### src/hw/rtl/flc_pkg.sv
// Shared types and constants of the flame level classifier.
`timescale 1ns / 1ps
package flc_pkg;

	// Sample word and calibration store geometry
	localparam int SAMPLE_W    = 12;
	localparam int CAL_LOG2    = 4;
	localparam int CAL_SAMPLES = 1 << CAL_LOG2;
	localparam int IDX_W       = CAL_LOG2;
	localparam int KEEP_W      = CAL_LOG2 + 1;
	localparam int KEEP_MIN    = CAL_SAMPLES / 2;
	localparam int SUM_W       = SAMPLE_W + CAL_LOG2;
	localparam int DIV_CNT_W   = $clog2(SUM_W + 1);

	// Tolerance is floor(rough * 3 / 10), done as a multiply by ceil(2^20 / 10)
	localparam int TOL_PROD_W = 31;
	localparam int TOL_SHIFT  = 20;
	localparam logic [16:0] TOL_RECIP = 17'd104858;

	// Reset values and fixed levels
	localparam logic [SAMPLE_W-1:0] HYST_RESET     = 12'd500;
	localparam logic [SAMPLE_W-1:0] MIN_VALID_RESET = 12'd500;
	localparam logic [SAMPLE_W-1:0] BASELINE_RESET = 12'd4000;
	localparam logic [SAMPLE_W-1:0] THRESH_RESET   = 12'd2000;
	localparam logic [SAMPLE_W-1:0] THRESH_UNCAL   = 12'd2000;
	localparam logic [SAMPLE_W-1:0] THRESH_FLOOR   = 12'd100;
	localparam logic [SAMPLE_W-1:0] STRONG_FLOOR   = 12'd400;

	// Grading ratios in percent
	localparam logic signed [20:0] PCT_SCALE  = 21'sd100;
	localparam logic signed [20:0] STRONG_PCT = 21'sd60;
	localparam logic signed [20:0] MEDIUM_PCT = 21'sd30;

	// Flame levels and intensities
	localparam logic [1:0] LVL_NONE   = 2'd0;
	localparam logic [1:0] LVL_WEAK   = 2'd1;
	localparam logic [1:0] LVL_MEDIUM = 2'd2;
	localparam logic [1:0] LVL_STRONG = 2'd3;
	localparam logic [6:0] INT_NONE   = 7'd0;
	localparam logic [6:0] INT_WEAK   = 7'd50;
	localparam logic [6:0] INT_MEDIUM = 7'd75;
	localparam logic [6:0] INT_STRONG = 7'd100;

	// Result kinds
	localparam logic KIND_DETECT = 1'b0;
	localparam logic KIND_CAL    = 1'b1;

	// Configuration register indexes
	localparam logic REG_HYST      = 1'b0;
	localparam logic REG_MIN_VALID = 1'b1;

	typedef enum logic [1:0] {
		ACT_DETECT = 2'd0,
		ACT_CAL    = 2'd1,
		ACT_SET    = 2'd2
	} action_t;

	typedef enum logic [1:0] {
		CAL_OK      = 2'd0,
		CAL_OUTLIER = 2'd1,
		CAL_LOW     = 2'd2
	} cal_status_t;

	typedef enum logic [1:0] {
		FLC_IDLE,
		FLC_DET,
		FLC_CAL,
		FLC_CRES
	} flc_state_t;

	typedef enum logic [2:0] {
		CS_IDLE,
		CS_SUM,
		CS_TOL,
		CS_DEV,
		CS_DIV
	} cal_state_t;

	// Outcome of one calibration run
	typedef struct packed {
		logic                done;
		cal_status_t         status;
		logic [SAMPLE_W-1:0] level;
		logic [SAMPLE_W-1:0] thresh;
	} cal_res_t;

endpackage

### src/hw/rtl/flc_ram.sv
// Generic single-write, single-read RAM with registered read data.
`timescale 1ns / 1ps
module flc_ram #(
	parameter int WIDTH = 12,
	parameter int DEPTH = 16
) (
	input  logic                     clk,
	input  logic                     we,
	input  logic [$clog2(DEPTH)-1:0] waddr,
	input  logic [WIDTH-1:0]         wdata,
	input  logic                     re,
	input  logic [$clog2(DEPTH)-1:0] raddr,
	output logic [WIDTH-1:0]         rdata
);

	logic [WIDTH-1:0] mem_q [DEPTH];
	logic [WIDTH-1:0] rdata_q;

	// Write port and registered read port
	always_ff @(posedge clk) begin
		if (we) begin
			mem_q[waddr] <= wdata;
		end
		if (re) begin
			rdata_q <= mem_q[raddr];
		end
	end

	assign rdata = rdata_q;

endmodule

### src/hw/rtl/flc_div.sv
// Restoring divider, one quotient bit per cycle, for the kept-sample average.
`timescale 1ns / 1ps
module flc_div
	import flc_pkg::*;
(
	input  logic              clk,
	input  logic              arst_n,
	input  logic              start,
	input  logic [SUM_W-1:0]  dividend,
	input  logic [KEEP_W-1:0] divisor,
	output logic              done,
	output logic [SUM_W-1:0]  quotient
);

	logic [KEEP_W-1:0]    rem_q;
	logic [SUM_W-1:0]     quo_q;
	logic [KEEP_W-1:0]    dvs_q;
	logic [DIV_CNT_W-1:0] cnt_q;
	logic                 busy_q;
	logic                 done_q;
	logic [KEEP_W:0]      trial;
	logic                 fits;

	// Shift in the next dividend bit and try the subtract
	assign trial = {rem_q, quo_q[SUM_W-1]};
	assign fits  = trial >= {1'b0, dvs_q};

	always_ff @(posedge clk or negedge arst_n) begin
		if (!arst_n) begin
			busy_q <= 1'b0;
			done_q <= 1'b0;
			cnt_q  <= '0;
		end else begin
			done_q <= busy_q && !start && cnt_q == DIV_CNT_W'(1);
			if (start) begin
				busy_q <= 1'b1;
				cnt_q  <= DIV_CNT_W'(SUM_W);
			end else if (busy_q) begin
				cnt_q <= cnt_q - 1'b1;
				if (cnt_q == DIV_CNT_W'(1)) begin
					busy_q <= 1'b0;
				end
			end
		end
	end

	// Datapath: remainder and quotient shift register
	always_ff @(posedge clk) begin
		if (start) begin
			rem_q <= '0;
			quo_q <= dividend;
			dvs_q <= divisor;
		end else if (busy_q) begin
			rem_q <= fits ? KEEP_W'(trial - {1'b0, dvs_q}) : KEEP_W'(trial);
			quo_q <= {quo_q[SUM_W-2:0], fits};
		end
	end

	assign done     = done_q;
	assign quotient = quo_q;

endmodule

### src/hw/rtl/flc_cal.sv
// Calibration sequencer: two passes over the sample store, outlier reject, average.
`timescale 1ns / 1ps
module flc_cal
	import flc_pkg::*;
(
	input  logic                clk,
	input  logic                arst_n,
	input  logic                start,
	input  logic [SAMPLE_W-1:0] hyst,
	input  logic [SAMPLE_W-1:0] min_valid,
	output logic                rd_en,
	output logic [IDX_W-1:0]    rd_addr,
	input  logic [SAMPLE_W-1:0] rd_data,
	output cal_res_t            res
);

	cal_state_t           state_q, state_d;
	logic [IDX_W-1:0]     addr_q;
	logic                 iss_done_q;
	logic                 rvld_s1;
	logic [SUM_W-1:0]     acc_q;
	logic [KEEP_W-1:0]    kept_q;
	logic [SAMPLE_W-1:0]  rough_q;
	logic [SAMPLE_W-1:0]  tol_q;
	cal_res_t             res_q;

	logic                  pass_end;
	logic                  pass_clr;
	logic                  enough;
	logic                  div_start;
	logic                  div_done;
	logic [SUM_W-1:0]      div_quo;
	logic [SAMPLE_W-1:0]   dev;
	logic                  keep;
	logic [SAMPLE_W+1:0]   rough3;
	logic [TOL_PROD_W-1:0] tol_prod;
	logic [SAMPLE_W-1:0]   avg;
	logic [SAMPLE_W:0]     avg_less;
	logic [SAMPLE_W-1:0]   thr_pos;
	logic [SAMPLE_W-1:0]   thr;
	logic                  too_few;

	assign pass_end = iss_done_q && !rvld_s1;
	assign pass_clr = (state_q == CS_IDLE && start) || state_q == CS_TOL;
	assign enough   = kept_q >= KEEP_W'(KEEP_MIN);
	assign too_few  = state_q == CS_DEV && pass_end && !enough;

	// Deviation of the returning sample from the rough mean
	assign dev  = (rd_data > rough_q) ? rd_data - rough_q : rough_q - rd_data;
	assign keep = dev <= tol_q;

	// Tolerance: 30 percent of the rough mean, rounded down
	assign rough3   = {1'b0, rough_q, 1'b0} + {2'b00, rough_q};
	assign tol_prod = TOL_PROD_W'(rough3) * TOL_PROD_W'(TOL_RECIP);

	// Final average and clipped threshold
	assign avg      = div_quo[SAMPLE_W-1:0];
	assign avg_less = {1'b0, avg} - {1'b0, hyst};
	assign thr_pos  = (avg > hyst) ? avg_less[SAMPLE_W-1:0] : '0;
	assign thr      = (thr_pos < THRESH_FLOOR) ? THRESH_FLOOR : thr_pos;

	// Next state
	always_comb begin
		state_d = state_q;
		case (state_q)
			CS_IDLE: begin
				if (start) state_d = CS_SUM;
			end
			CS_SUM: begin
				if (pass_end) state_d = CS_TOL;
			end
			CS_TOL: begin
				state_d = CS_DEV;
			end
			CS_DEV: begin
				if (pass_end) state_d = enough ? CS_DIV : CS_IDLE;
			end
			CS_DIV: begin
				if (div_done) state_d = CS_IDLE;
			end
			default: state_d = CS_IDLE;
		endcase
	end

	// Outputs of the sequencer
	always_comb begin
		rd_en     = 1'b0;
		div_start = 1'b0;
		case (state_q)
			CS_SUM: begin
				rd_en = !iss_done_q;
			end
			CS_DEV: begin
				rd_en     = !iss_done_q;
				div_start = pass_end && enough;
			end
			default: begin
				rd_en     = 1'b0;
				div_start = 1'b0;
			end
		endcase
	end

	// Walk the store, accumulate, and report
	always_ff @(posedge clk or negedge arst_n) begin
		if (!arst_n) begin
			state_q    <= CS_IDLE;
			addr_q     <= '0;
			iss_done_q <= 1'b0;
			rvld_s1    <= 1'b0;
			acc_q      <= '0;
			kept_q     <= '0;
			res_q      <= '0;
		end else begin
			state_q    <= state_d;
			rvld_s1    <= rd_en;
			res_q.done <= too_few || div_done;
			if (pass_clr) begin
				addr_q     <= '0;
				iss_done_q <= 1'b0;
				acc_q      <= '0;
				kept_q     <= '0;
			end else begin
				if (rd_en) begin
					addr_q <= addr_q + 1'b1;
					if (addr_q == IDX_W'(CAL_SAMPLES - 1)) iss_done_q <= 1'b1;
				end
				if (rvld_s1 && state_q == CS_SUM) begin
					acc_q <= acc_q + SUM_W'(rd_data);
				end
				if (rvld_s1 && state_q == CS_DEV && keep) begin
					acc_q  <= acc_q + SUM_W'(rd_data);
					kept_q <= kept_q + 1'b1;
				end
			end
			if (too_few) begin
				res_q.status <= CAL_OUTLIER;
			end
			if (div_done) begin
				res_q.level  <= avg;
				res_q.thresh <= thr;
				res_q.status <= (avg < min_valid) ? CAL_LOW : CAL_OK;
			end
		end
	end

	// Rough mean and tolerance between the passes
	always_ff @(posedge clk) begin
		if (state_q == CS_SUM && pass_end) begin
			rough_q <= acc_q[SUM_W-1:CAL_LOG2];
		end
		if (state_q == CS_TOL) begin
			tol_q <= SAMPLE_W'(tol_prod >> TOL_SHIFT);
		end
	end

	flc_div u_div (
		.clk      (clk),
		.arst_n   (arst_n),
		.start    (div_start),
		.dividend (acc_q),
		.divisor  (kept_q),
		.done     (div_done),
		.quotient (div_quo)
	);

	assign rd_addr = addr_q;
	assign res     = res_q;

endmodule

### src/hw/rtl/flame_level_classifier_calibrated.sv
// Top level of the flame level classifier with baseline calibration.
`timescale 1ns / 1ps
// A detect word is graded from its held sample against the baseline and threshold
// registers, and its result goes into the output register once that is free;
// set-threshold and non-final calibration words return nothing.
// The calibration word that fills the 16-entry sample store starts a sequencer that
// reads the store twice through its single read port and then runs a bit-serial
// divide before its result word. One word is worked at a time; the next is taken as
// soon as the current one has its result in the output register, even while that
// word still waits to be taken.
module flame_level_classifier_calibrated
	import flc_pkg::*;
(
	input  logic                clk,
	input  logic                arst_n,
	input  logic                cfg_we,
	input  logic                cfg_index,
	input  logic [SAMPLE_W-1:0] cfg_data,
	input  logic                in_valid,
	output logic                in_ready,
	input  logic [1:0]          action,
	input  logic [SAMPLE_W-1:0] sample_value,
	input  logic                comparator_hit,
	output logic                out_valid,
	input  logic                out_ready,
	output logic                result_kind,
	output logic                flame_present,
	output logic [1:0]          flame_grade,
	output logic [6:0]          intensity_pct,
	output logic [1:0]          cal_status,
	output logic [SAMPLE_W-1:0] baseline_out,
	output logic [SAMPLE_W-1:0] threshold_out
);

	flc_state_t          state_q, state_d;
	logic [SAMPLE_W-1:0] hyst_q;
	logic [SAMPLE_W-1:0] minv_q;
	logic [SAMPLE_W-1:0] base_q;
	logic [SAMPLE_W-1:0] thr_q;
	logic                is_cal_q;
	logic [IDX_W-1:0]    fill_q;
	logic [SAMPLE_W-1:0] smp_q;
	logic                hit_q;
	cal_status_t         cstat_q;

	logic                out_valid_q;
	logic                kind_q;
	logic                present_q;
	logic [1:0]          level_q;
	logic [6:0]          pct_q;
	logic [1:0]          status_q;
	logic [SAMPLE_W-1:0] base_out_q;
	logic [SAMPLE_W-1:0] thr_out_q;

	action_t             act;
	logic                accept;
	logic                fill_last;
	logic                cal_start;
	logic                ram_we;
	logic                slot_free;
	logic                load_det;
	logic                load_cal;
	logic                rd_en;
	logic [IDX_W-1:0]    rd_addr;
	logic [SAMPLE_W-1:0] rd_data;
	cal_res_t            cal_res;

	logic [SAMPLE_W-1:0] eff_thr;
	logic signed [20:0]  drop;
	logic signed [20:0]  drop_pct;
	logic signed [20:0]  base_strong;
	logic signed [20:0]  base_medium;
	logic                det_present;
	logic [1:0]          det_level;
	logic [6:0]          det_pct;

	assign act       = action_t'(action);
	assign accept    = in_valid && in_ready;
	assign fill_last = fill_q == IDX_W'(CAL_SAMPLES - 1);
	assign ram_we    = accept && act == ACT_CAL;
	assign cal_start = ram_we && fill_last;
	assign slot_free = !out_valid_q || out_ready;

	// Grade the held detect sample
	assign eff_thr     = is_cal_q ? thr_q : THRESH_UNCAL;
	assign drop        = $signed({9'b0, base_q}) - $signed({9'b0, smp_q});
	assign drop_pct    = drop * PCT_SCALE;
	assign base_strong = $signed({9'b0, base_q}) * STRONG_PCT;
	assign base_medium = $signed({9'b0, base_q}) * MEDIUM_PCT;

	always_comb begin
		det_present = 1'b0;
		det_level   = LVL_NONE;
		det_pct     = INT_NONE;
		if (smp_q < eff_thr) begin
			det_present = 1'b1;
			if (drop_pct > base_strong || smp_q < STRONG_FLOOR) begin
				det_level = LVL_STRONG;
				det_pct   = INT_STRONG;
			end else if (drop_pct > base_medium) begin
				det_level = LVL_MEDIUM;
				det_pct   = INT_MEDIUM;
			end else begin
				det_level = LVL_WEAK;
				det_pct   = INT_WEAK;
			end
		end else if (hit_q) begin
			det_present = 1'b1;
			det_level   = LVL_WEAK;
			det_pct     = INT_WEAK;
		end
	end

	// Next state
	always_comb begin
		state_d = state_q;
		case (state_q)
			FLC_IDLE: begin
				if (accept) begin
					case (act)
						ACT_DETECT: state_d = FLC_DET;
						ACT_CAL:    state_d = fill_last ? FLC_CAL : FLC_IDLE;
						default:    state_d = FLC_IDLE;
					endcase
				end
			end
			FLC_DET: begin
				if (slot_free) state_d = FLC_IDLE;
			end
			FLC_CAL: begin
				if (cal_res.done) state_d = FLC_CRES;
			end
			FLC_CRES: begin
				if (slot_free) state_d = FLC_IDLE;
			end
			default: state_d = FLC_IDLE;
		endcase
	end

	// Handshake and output-register loads
	always_comb begin
		in_ready = 1'b0;
		load_det = 1'b0;
		load_cal = 1'b0;
		case (state_q)
			FLC_IDLE: in_ready = 1'b1;
			FLC_DET:  load_det = slot_free;
			FLC_CRES: load_cal = slot_free;
			default: begin
				in_ready = 1'b0;
				load_det = 1'b0;
				load_cal = 1'b0;
			end
		endcase
	end

	// Control state, configuration and calibrated levels
	always_ff @(posedge clk or negedge arst_n) begin
		if (!arst_n) begin
			state_q     <= FLC_IDLE;
			hyst_q      <= HYST_RESET;
			minv_q      <= MIN_VALID_RESET;
			base_q      <= BASELINE_RESET;
			thr_q       <= THRESH_RESET;
			is_cal_q    <= 1'b0;
			fill_q      <= '0;
			out_valid_q <= 1'b0;
		end else begin
			state_q <= state_d;
			if (cfg_we && cfg_index == REG_HYST) hyst_q <= cfg_data;
			if (cfg_we && cfg_index == REG_MIN_VALID) minv_q <= cfg_data;
			if (accept && act == ACT_SET) thr_q <= sample_value;
			if (ram_we) fill_q <= fill_last ? '0 : fill_q + 1'b1;
			if (cal_res.done && cal_res.status == CAL_OK) begin
				base_q   <= cal_res.level;
				thr_q    <= cal_res.thresh;
				is_cal_q <= 1'b1;
			end
			if (load_det || load_cal) begin
				out_valid_q <= 1'b1;
			end else if (out_ready) begin
				out_valid_q <= 1'b0;
			end
		end
	end

	// Hold the accepted word and load the result word
	always_ff @(posedge clk) begin
		if (accept) begin
			smp_q <= sample_value;
			hit_q <= comparator_hit;
		end
		if (cal_res.done) begin
			cstat_q <= cal_res.status;
		end
		if (load_det) begin
			kind_q     <= KIND_DETECT;
			present_q  <= det_present;
			level_q    <= det_level;
			pct_q      <= det_pct;
			status_q   <= CAL_OK;
			base_out_q <= base_q;
			thr_out_q  <= eff_thr;
		end else if (load_cal) begin
			kind_q     <= KIND_CAL;
			present_q  <= 1'b0;
			level_q    <= LVL_NONE;
			pct_q      <= INT_NONE;
			status_q   <= cstat_q;
			base_out_q <= base_q;
			thr_out_q  <= eff_thr;
		end
	end

	flc_ram #(
		.WIDTH (SAMPLE_W),
		.DEPTH (CAL_SAMPLES)
	) u_store (
		.clk   (clk),
		.we    (ram_we),
		.waddr (fill_q),
		.wdata (sample_value),
		.re    (rd_en),
		.raddr (rd_addr),
		.rdata (rd_data)
	);

	flc_cal u_cal (
		.clk       (clk),
		.arst_n    (arst_n),
		.start     (cal_start),
		.hyst      (hyst_q),
		.min_valid (minv_q),
		.rd_en     (rd_en),
		.rd_addr   (rd_addr),
		.rd_data   (rd_data),
		.res       (cal_res)
	);

	assign out_valid     = out_valid_q;
	assign result_kind   = kind_q;
	assign flame_present = present_q;
	assign flame_grade   = level_q;
	assign intensity_pct = pct_q;
	assign cal_status    = status_q;
	assign baseline_out  = base_out_q;
	assign threshold_out = thr_out_q;

endmodule

### config.mk
export PLATFORM = sky130hd
export DESIGN_NAME = flame_level_classifier_calibrated
export DESIGN_NICKNAME = d
export VERILOG_FILES = /design/src/hw/rtl/flc_pkg.sv /design/src/hw/rtl/flc_ram.sv /design/src/hw/rtl/flc_div.sv /design/src/hw/rtl/flc_cal.sv /design/src/hw/rtl/flame_level_classifier_calibrated.sv
export SDC_FILE = /design/constraint.sdc
export NUM_CORES = 1
export LEC_CHECK = 0
export ABC_AREA = 1
export BUFFER_PORTS_ARGS = -buffer_cell sky130_fd_sc_hd__buf_4
export CORE_MARGIN = 2
export CORE_UTILIZATION = 25
export CTS_BUF_LIST = sky130_fd_sc_hd__clkbuf_8
export DETAILED_ROUTE_END_ITERATION = 10
export GPL_TIMING_DRIVEN = 1
export PLACE_DENSITY = 0.47
export SLEW_MARGIN = 5
export SYNTH_ARGS = -nofsm -noshare
export SYNTH_HDL_FRONTEND = slang
export SYNTH_HIERARCHICAL = 1
export SYNTH_SLANG_ARGS = --single-unit
export TNS_END_PERCENT = 20
### constraint.sdc
create_clock -name clk -period 13 [get_ports clk]
set_clock_uncertainty 0.15 [all_clocks]
set_input_delay 1.3 -clock clk [delete_from_list [all_inputs] [get_ports clk]]
set_output_delay 1.3 -clock clk [all_outputs]
set_load 0.05 [all_outputs]
==> flow_summary.toml, run 1 <==
[clock_tree]
clkTransAtPathRegs_ns = 0.06
post_cts_buffers = 0
h-tree-depth = 3
cts_sinks = 422
post_cts_resized = 0
ctsHoldBuffers = 0
root_buffer = "clkbuf_8"
cts_buffer_depth = 3
insertion_delay_ns = 0.69
cts_made_buffers = 83
cts_tree = "yes"

[drt]
route.detailed.drc = 0
vias = 21600
wl_um = 76800
drtIter0Drc = 1232
vias_per_cell = 4.32
routedWlPerCell_um = 15.4
drtAntennaViolNets = 0
firstDrtPassIters = 8

[die]
die_h_um = 345
die-area_sq_mm = 0.119
row_count = 124
core_area_sq_mm = 0.115
io_pins = 72
start_util = 0.253
fp.dieW_um = 345

[placed_design]
dp_hpwl_um = 57200
io_buffers = 71
gp_congestion = 0.844

[logic_synthesis]
async_flop_share = 0.284
yosysWarnings = 6
yosysSeqAreaShare = 0.414
synth_area_sq_mm = 0.0290
synth_cell_types = 57
synth_edf_count = 294
synth_nets = 3748
synthCells = 3316
syn_area_per_cell_sq_um = 8.75
synth_ff_type = "edfxtp_1"
ys_ff_latch = 422

[grt]
gr-total-overflow = 0
grt_use_total = 0.130
grt_pass1_vias = 21300
grt_max_degree = 74
grt_pass1_wl_um = 121000
antenna_found_initial = 0

[layout]
drive_gt1_frac = 0.0855
antenna_cells = 0
syn_to_final_growth_pct = 13.2
final_nets = 3854

[worst_setup_path]
endpoint_kind = "flip-flop"
crit_fanout = 7
start_kind = "flip-flop"
critPathArrivalTime_ns = 7.44
critPathKind = "reg2reg"
r2r-start = "u_cal/rough_q[0]"
critical_path_required_ns = 13.28
crit_path_start = "u_cal/rough_q[0]"

[timing]
setup_viol = 0
setup-tns-final_ns = 0
worst_slew_pin_slew_ns = 1.26
max-slew-margin-rel = 0.157
rsz0062_at_grt = "false"
hold_viol_final = 0
fin_crit_sh = 0.551
maxSlewViolCount = 0
fin_crit_ns = 7.16
fmax_mhz = 140

[min_path]
hold_path_class = "reg2reg"
min_from = "u_cal/u_div/rem_q[4]"

[status]
outcome = "finished clean"

[job]
max_cap_viol_count = 0
==> per-layer routing <==
layer | up-vias | track usage | wire, um
met2 | 343 | 0.206 | 34400
met4 | 0 | 0.0333 | 1690
li1 | 11000 | - | -
met1 | 10100 | 0.184 | 37600
met5 | - | 0 | 0
met3 | 105 | 0.0226 | 3060
==> cell usage in the layout (no fill, tap or decap), types with 4 or more instances in the layout <==
cell / Yosys / layout
fa_1: 87 / 87
a31oi_1: 18 / 18
xor2_1: 53 / 53
edfxtp_1: 294 / 294
nor3_1: 21 / 21
nand4_1: 27 / 27
clkbuf_8: 0 / 91
inv_1: 559 / 587
clkinv_1: 0 / 8
nor2_1: 179 / 177
a21o_1: 17 / 17
dfstp_2: 24 / 24
dfrtp_1: 96 / 94
o31ai_1: 7 / 7
o21a_1: 5 / 5
nand2_1: 868 / 868
nand3_1: 284 / 284
nor2_4: 3 / 4
nand2_4: 5 / 5
a21oi_1: 147 / 147
nand2_2: 12 / 12
o21ai_1: 7 / 7
clkinv_2: 0 / 9
nor2_2: 8 / 9
a211oi_1: 5 / 5
o21ai_0: 78 / 78
nand3b_1: 7 / 7
ha_1: 312 / 312
buf_4: 8 / 96
inv_2: 7 / 7
mux2_2: 8 / 8
xnor2_1: 42 / 42
nor4_1: 5 / 5
clkinvlp_4: 0 / 5
dfxtp_1: 8 / 8
o21bai_1: 11 / 11
==> stage by stage <==
stage	instances	hold WS (ns)	utilization	area [sq um]	worst slack [ns]
CTS	4996	0.307	0.286	32800	5.87
detailed placement	4849	0.296	0.272	31200	5.88
global placement	4849	0.295	0.272	31200	5.92
finish	4996	0.308	0.286	32800	5.84
global route	4996	0.341	0.286	32800	5.34
floorplan	3316	0.277	-	29000	6.51
==> critical path, stage by stage, from the launching register on <==
cell and delay, ns:
edfxtp_1 0.57, ha_1 0.25, inv_1 0.06, fa_1 0.40
o21ai_0 0.36, nand2_1 0.09, nand2_1 0.12, nand2_1 0.06
nand2_1 0.15, a21o_1 0.20, ha_1 0.28, fa_1 0.60
inv_1 0.11, fa_1 0.53, fa_1 0.55, inv_1 0.05
fa_1 0.49, inv_1 0.05, fa_1 0.50, inv_1 0.04
ha_1 0.31, nand2_1 0.09, nor3_1 0.31, nand3_1 0.12
nand3_1 0.21, nand3_1 0.11, nand2_1 0.10, xor2_1 0.07
==> worst paths after layout <==
| kind | to | slack (ns) | cells past startpoint |
|---|---|---|---|
| worst max-delay path | u_cal/tol_q[4] | 5.84 | 27 |
| worst min-delay path | u_cal/u_div/rem_q[4] | 0.31 | 2 |
| worst max register to register | u_cal/tol_q[4] | 5.84 | 27 |
| worst min register to register | u_cal/u_div/rem_q[4] | 0.31 | 2 |
| max in group asynchronous | u_cal/rd_addr[0] | 10.88 | 2 |
| min in group asynchronous | hyst_q[9] | 0.44 | 1 |
==> cell families after synthesis <==
logic type / count (synthesis) / synth area share
flip-flops: 422 / 0.414
XOR/XNOR: 96 / 0.0292
AO/OA/AOI/OAI: 316 / 0.0620
buffers and inverters: 642 / 0.0879
adder cells (fa/ha/maj): 399 / 0.195
AND/OR/NAND/NOR: 1433 / 0.209
multiplexers: 8 / 0.00311
==> cells in the mapped netlist, types with 5 or more instances <==
cell,n,area (sq um)
inv_2,7,26.3
o21ai_0,78,390
dfrtp_1,96,2400
xnor2_1,42,368
a21o_1,17,128
a21oi_1,147,736
clkbuf_1,20,75.1
buf_6,9,101
nand2_1,868,3260
mux2_2,8,90.1
buf_2,34,170
nor2_2,8,50.1
fa_1,87,1740
buf_1,5,18.8
nor2_1,179,672
o21a_1,5,37.5
nand2_4,5,56.3
o31ai_1,7,52.6
dfxtp_1,8,160
nand2_2,12,75.1
nand3b_1,7,52.6
xor2_1,53,464
a211oi_1,5,37.5
o21ai_1,7,35.0
nor3_1,21,105
nand4_1,27,169
a31oi_1,18,113
edfxtp_1,294,8830
nand3_1,284,1420
inv_1,559,2100
dfstp_2,24,631
buf_4,8,60.1
o21bai_1,11,82.6
nor4_1,5,31.3
ha_1,312,3900
==> area by class of cell <==
type                    count  area [sq um]
repair buffers             97           732
inverters                 566          2120
well taps                1512          1890
flip-flops and latches    422         12000
fillers                 12300         81800
clock buffers              91          1250
multi-input cells        2252         14400
clock inverters            56           352
==> registers in the layout, indices dropped and copies added (netlist names), 16 cells and up <==
name	flops
u_cal/u_div/quotient	16
u_store/mem_q	192
u_cal/res	27
u_cal/acc_q	16
Power of run 1 is not shown: default switching activity piles up to over one toggle a cycle in this logic, so the estimate is an artifact.
==> run 2: changes to the inputs <==
Settings changed: PLACE_DENSITY 0.47 to 0.48.
Clock period 13 ns to 6.21 ns, I/O delays scaled along.
==> flow_summary.toml, run 2 (synthesized netlist as in run 1, its figures left out) <==
[clock_tree]
cts_sinks = 422
insertion_delay_ns = 0.70
cts_tree = "yes"
h-tree-depth = 3
cts_buffer_depth = 3
cts_made_buffers = 82
root_buffer = "clkbuf_8"
clkTransAtPathRegs_ns = 0.06

[worst_setup_path]
critPathKind = "reg2reg"
start_kind = "flip-flop"
crit_path_start = "u_cal/rough_q[3]"
endpoint_kind = "flip-flop"
r2r-start = "u_cal/rough_q[3]"
crit_path_end = "u_cal/tol_q[9]"
reg2reg_depth = 26
critical_path_required_ns = 6.50
r2r-end = "u_cal/tol_q[9]"
critPathArrivalTime_ns = 6.44
r2r_slack_ns = 0.06
crit_fanout = 3

[layout]
largest_register = "u_store/mem_q"
drive_gt1_frac = 0.152
layout_common_cells = "nand2_1 (854), inv_1 (575), edfxtp_1 (294), ha_1 (288), nand3_1 (276)"
final_nets = 3997
largest_reg_flops = 192
syn_to_final_growth_pct = 19.5
final_common_cell = "nand2_1"
fillers = 12100

[timing]
rsz0062_at_grt = "true"
fin_crit_ns = 6.15
fmax_mhz = 163
fin_crit_sh = 0.991
hold_viol_final = 0
setup_viol = 0
setup-tns-final_ns = 0
maxSlewViolCount = 0
worst_slew_pin_slew_ns = 1.17
max-slew-margin-rel = 0.216

[grt]
grt_max_degree = 74
gr-total-overflow = 0
grt_util_met1 = 0.185
antenna_found_initial = 1
grt_use_total = 0.131
top_usage_layer = "met2"
grt_pass1_vias = 22100
grt_pass1_wl_um = 123000
met2_usage = 0.210
use_met3 = 0.0206

[drt]
vias = 22200
route.detailed.drc = 0
drtIter0Drc = 1205
firstDrtPassIters = 5
drtAntennaViolNets = 0
wl_um = 77300
routedWlPerCell_um = 15.0
vias_per_cell = 4.32

[die]
row_count = 124
io_pins = 72
die_h_um = 345
fp.dieW_um = 345
core_area_sq_mm = 0.115
start_util = 0.253
die-area_sq_mm = 0.119

[min_path]
hold_path_class = "in2reg"
worstHoldPathCells = 3

[placed_design]
dp_hpwl_um = 57400
io_buffers = 71
gp_congestion = 0.855

[status]
outcome = "finished clean"

[job]
max_cap_viol_count = 0
## run 2: changes by cell type in the layout (fill, tap and decap cells not counted), moves of 8 or more
| cell | previous run | this run |
|---|---|---|
| buf_4 | 96 | 235 |
| ha_1 | 312 | 288 |
| a21oi_1 | 147 | 126 |
| ha_4 | 0 | 21 |
| a21oi_2 | 1 | 19 |
| inv_2 | 7 | 22 |
| nand2_1 | 868 | 854 |
| inv_1 | 587 | 575 |
| nand2_2 | 12 | 22 |
| o21ai_0 | 78 | 69 |
| nand3_1 | 284 | 276 |
## run 2: timing repair
action,4_1_cts,5_1_grt
endpoints found under the setup margin,10,17
gates resized for setup,24,106
buffers inserted,8,12
hold buffers,2,0
pin swaps,13,58
hold endpoints to repair,43,0
## run 2: worst max-delay path, cell delays in order, from the launching register on
cell	delay, ns
edfxtp_1	0.49
ha_4	0.33
buf_4	0.11
nand2_1	0.06
o21ai_2	0.16
nand2_1	0.08
nand2_2	0.09
nand2_2	0.05
nand2_2	0.08
a21o_1	0.19
ha_4	0.23
fa_1	0.57
inv_2	0.05
fa_1	0.50
fa_1	0.58
inv_2	0.05
fa_1	0.48
inv_1	0.06
fa_1	0.50
inv_2	0.05
ha_4	0.24
a21oi_4	0.15
o21ai_2	0.08
a21oi_2	0.18
buf_4	0.13
o211ai_1	0.11
xor2_1	0.17
## run 2: routing by layer
metal | share of wire | vias up
met5 | 0 | -
met4 | 0.017 | 0
met3 | 0.033 | 95
met2 | 0.45 | 313
met1 | 0.50 | 10500
li1 | - | 11300
## run 2: cell type report
type	count	area [sq um]	share of cell area
well taps	1512	1890	0.0546
clock buffers	89	1220	0.0353
inverters	566	2130	0.0614
clock inverters	59	463	0.0134
repair buffers	241	1840	0.0530
diodes	3	7.51	0.000217
multi-input cells	2252	15100	0.435
flip-flops and latches	422	12000	0.347
## run 2: metrics by stage
step / cell area (sq um) / worst slack (ns) / cells / utilization / hold WS [ns]
floorplan: 29000 / 0.0155 / 3316 / - / 0.175
global placement: 32200 / -0.205 / 4971 / 0.281 / 0.295
detailed placement: 32200 / -0.247 / 4971 / 0.281 / 0.301
CTS: 34100 / -0.0179 / 5129 / 0.297 / 0.0223
global route: 34700 / -0.191 / 5144 / 0.302 / 0.0469
finish: 34700 / 0.0589 / 5144 / 0.302 / 0.0913
## run 2: worst min-delay path by stage
stage	endpoint	start	slack (ns)
after CTS	minv_q[5]	cfg_data[5]	0.02
final	minv_q[5]	cfg_data[5]	0.09
after global routing	hyst_q[2]	cfg_data[2]	0.05
after detailed placement	u_cal/u_div/rem_q[4]	u_cal/u_div/rem_q[4]	0.30
after floorplan	base_q[0]	arst_n	0.18
after global placement	u_cal/u_div/rem_q[4]	u_cal/u_div/rem_q[4]	0.30
Power of run 2 is left out for the same reason.
==> run 3: changes to the inputs <==
Settings changed: ABC_AREA 1 to not set, GPL_ROUTABILITY_DRIVEN set to 0.
==> flow_summary.toml, run 3 <==
[worst_setup_path]
critical_path_required_ns = 6.48
endpoint_kind = "flip-flop"
crit_fanout = 4
max_stage_delay_ns = 0.58
cpMostUsedCell = "fa_1"
cp_num_buf_inv = 7
critPathArrivalTime_ns = 7.23
cp_slowest_cell = "fa_1"
critPathKind = "reg2reg"
start_kind = "flip-flop"
crit_family = "adder cells"

[clock_tree]
cts_made_buffers = 75
root_buffer = "clkbuf_8"
cts_sinks = 422
insertion_delay_ns = 0.66
cts_tree = "yes"
clkTransAtPathRegs_ns = 0.07
cts_buffer_depth = 3
h-tree-depth = 3

[grt]
gr-total-overflow = 0
grt_pass1_wl_um = 108000
grt_max_degree = 67
antenna_found_initial = 0
grt_pass1_vias = 19000
grt_use_total = 0.124

[drt]
vias_per_cell = 4.53
routedWlPerCell_um = 17.2
wl_met2_um = 32300
routed.top_layer = "met4"
firstDrtPassIters = 5
wirelength_met1_um = 33100
vias = 18100
wl_met3_um = 2400
route.detailed.drc = 0
drtIter0Drc = 1049
drtAntennaViolNets = 0
wl_um = 68900

[logic_synthesis]
synthCells = 2175
yosys-top-cells-area = "edfxtp_1 (33%), ha_1 (15%), dfrtp_1 (9.0%)"
synth_nets = 2607
yosysWarnings = 6
synth_top_cell_by_area = "edfxtp_1"
synth_area_sq_mm = 0.0268
synth_top_area_share = 0.329
synthTopCellsByCount = "ha_1 (312), edfxtp_1 (294), inv_1 (231)"
synth_cell_types = 96
async_flop_share = 0.284
synth_ff_type = "edfxtp_1"
syn_area_per_cell_sq_um = 12.3
synth_edf_count = 294
yosysMostFrequentCell = "ha_1"
yosysSeqAreaShare = 0.448
ys_ff_latch = 422

[timing]
fin_crit_ns = 6.96
fin_ws_ns = -0.753
max-slew-margin-rel = 0.163
maxSlewViolCount = 0
setup-tns-final_ns = -8.67
fmax_mhz = 144
setup_viol = 17
fin_crit_sh = 1.12
rsz0062_at_grt = "true"
worst_slew_pin_slew_ns = 1.25
hold_viol_final = 0

[layout]
final_nets = 2968
antenna_cells = 0
drive_gt1_frac = 0.253
fillers = 10700
final_util = 0.306
final_common_cell = "buf_4"
syn_to_final_growth_pct = 21.7
regArea_sq_mm = 0.0120
largest_reg_flops = 192
finalNonFillerCells = 4001
largest_register = "u_store/mem_q"
multiInputGateArea_sq_mm = 0.0140
layout_common_cells = "buf_4 (331), ha_1 (304), edfxtp_1 (294), inv_1 (246), nand2_1 (107)"

[placed_design]
dp_hpwl_um = 51600
io_buffers = 71
dp_cells = 3852

[job]
max_cap_viol_count = 0

[die]
fp.dieW_um = 332
die-area_sq_mm = 0.110
io_pins = 72
core_area_sq_mm = 0.107
start_util = 0.251
die_h_um = 332
row_count = 120

[status]
outcome = "complete, but fails checks"
failed_checks = "setup timing"

[min_path]
hold_path_class = "in2reg"
[run 3: cell types whose count changed in the layout (fill, tap and decap cells not counted), sizes merged, moves of 18 or more]
cell,previous run,this run
nand2,885,109
inv,603,254
nand3,287,30
buf,239,332
nor2,191,99
mux2,8,63
a21oi,148,94
mux4,0,48
nand2b,0,29
a22oi,0,24
mux2i,0,22
nor2b,0,21
a21o,17,37
clkinv,13,31
[run 3: worst paths after layout]
check | cells after the start | slack [ns] | startpoint | end
max | 29 | -0.75 | u_cal/rough_q[1] | u_cal/tol_q[10]
min | 3 | 0.09 | action[0] | state_q[0]
max reg2reg | 29 | -0.75 | u_cal/rough_q[1] | u_cal/tol_q[10]
min reg2reg | 2 | 0.33 | cal_status[0] | cal_status[0]
max in group asynchronous | 3 | 4.17 | arst_n | u_cal/rd_addr[0]
min in group asynchronous | 2 | 0.49 | arst_n | u_cal/acc_q[4]
[run 3: kinds of logic (layout without fill, tap and decap cells)]
group           count (synthesis)  count (layout)  share of synthesized area
compound gates                405             405                      0.103
fa+ha+maj                     399             399                      0.210
simple gates                  430             430                     0.0836
mux                           133             133                     0.0772
flops                         422             422                      0.448
xor+xnor                      105             105                     0.0343
buf+inv                       281             704                     0.0436
[run 3: per-layer routing]
| metal | global-route usage | vias up |
|---|---|---|
| li1 | - | 8748 |
| met1 | 0.171 | 8993 |
| met2 | 0.205 | 311 |
| met3 | 0.0174 | 79 |
| met4 | 0.0296 | 0 |
| met5 | 0 | - |
[run 3: final cells by class]
cell class	instances	share of cell area
repair buffers	334	0.0770
clock buffers	81	0.0341
multi-input cells	1472	0.428
flip-flops and latches	422	0.368
well taps	1403	0.0538
inverters	231	0.0265
clock inverters	58	0.0123
[run 3: repair_timing]
item                                   4_1_cts  5_1_grt
endpoints found under the hold margin       56        0
setup buffers                                5        3
gates resized for setup                     28       21
gates cloned                                 0        0
hold buffers                                 2        0
pin swaps                                   24       18
setup endpoints to repair                   17       17
[run 3: metrics by stage]
step | instance area (sq um) | hold WS, ns | setup WS, ns
after detailed placement | 30800 | 0.320 | -1.03
final | 32700 | 0.0856 | -0.753
after CTS | 32500 | 0.0286 | -0.806
after global routing | 32700 | 0.0519 | -1.09
after floorplan | 26900 | 0.175 | -0.677
after global placement | 30800 | 0.307 | -0.881
[run 3: worst reg2reg max path: cells and delay by family (launching register included)]
family / cells / cell delay (ns)
and+or+nand+nor: 2 / 0.21
xor gates and xnor gates: 2 / 0.32
buffers and inverters: 7 / 0.56
AOI/OAI and AO/OA: 9 / 1.53
adders and majority gates: 9 / 3.57
DFF: 1 / 0.41
Power of run 3 is left out for the same reason.
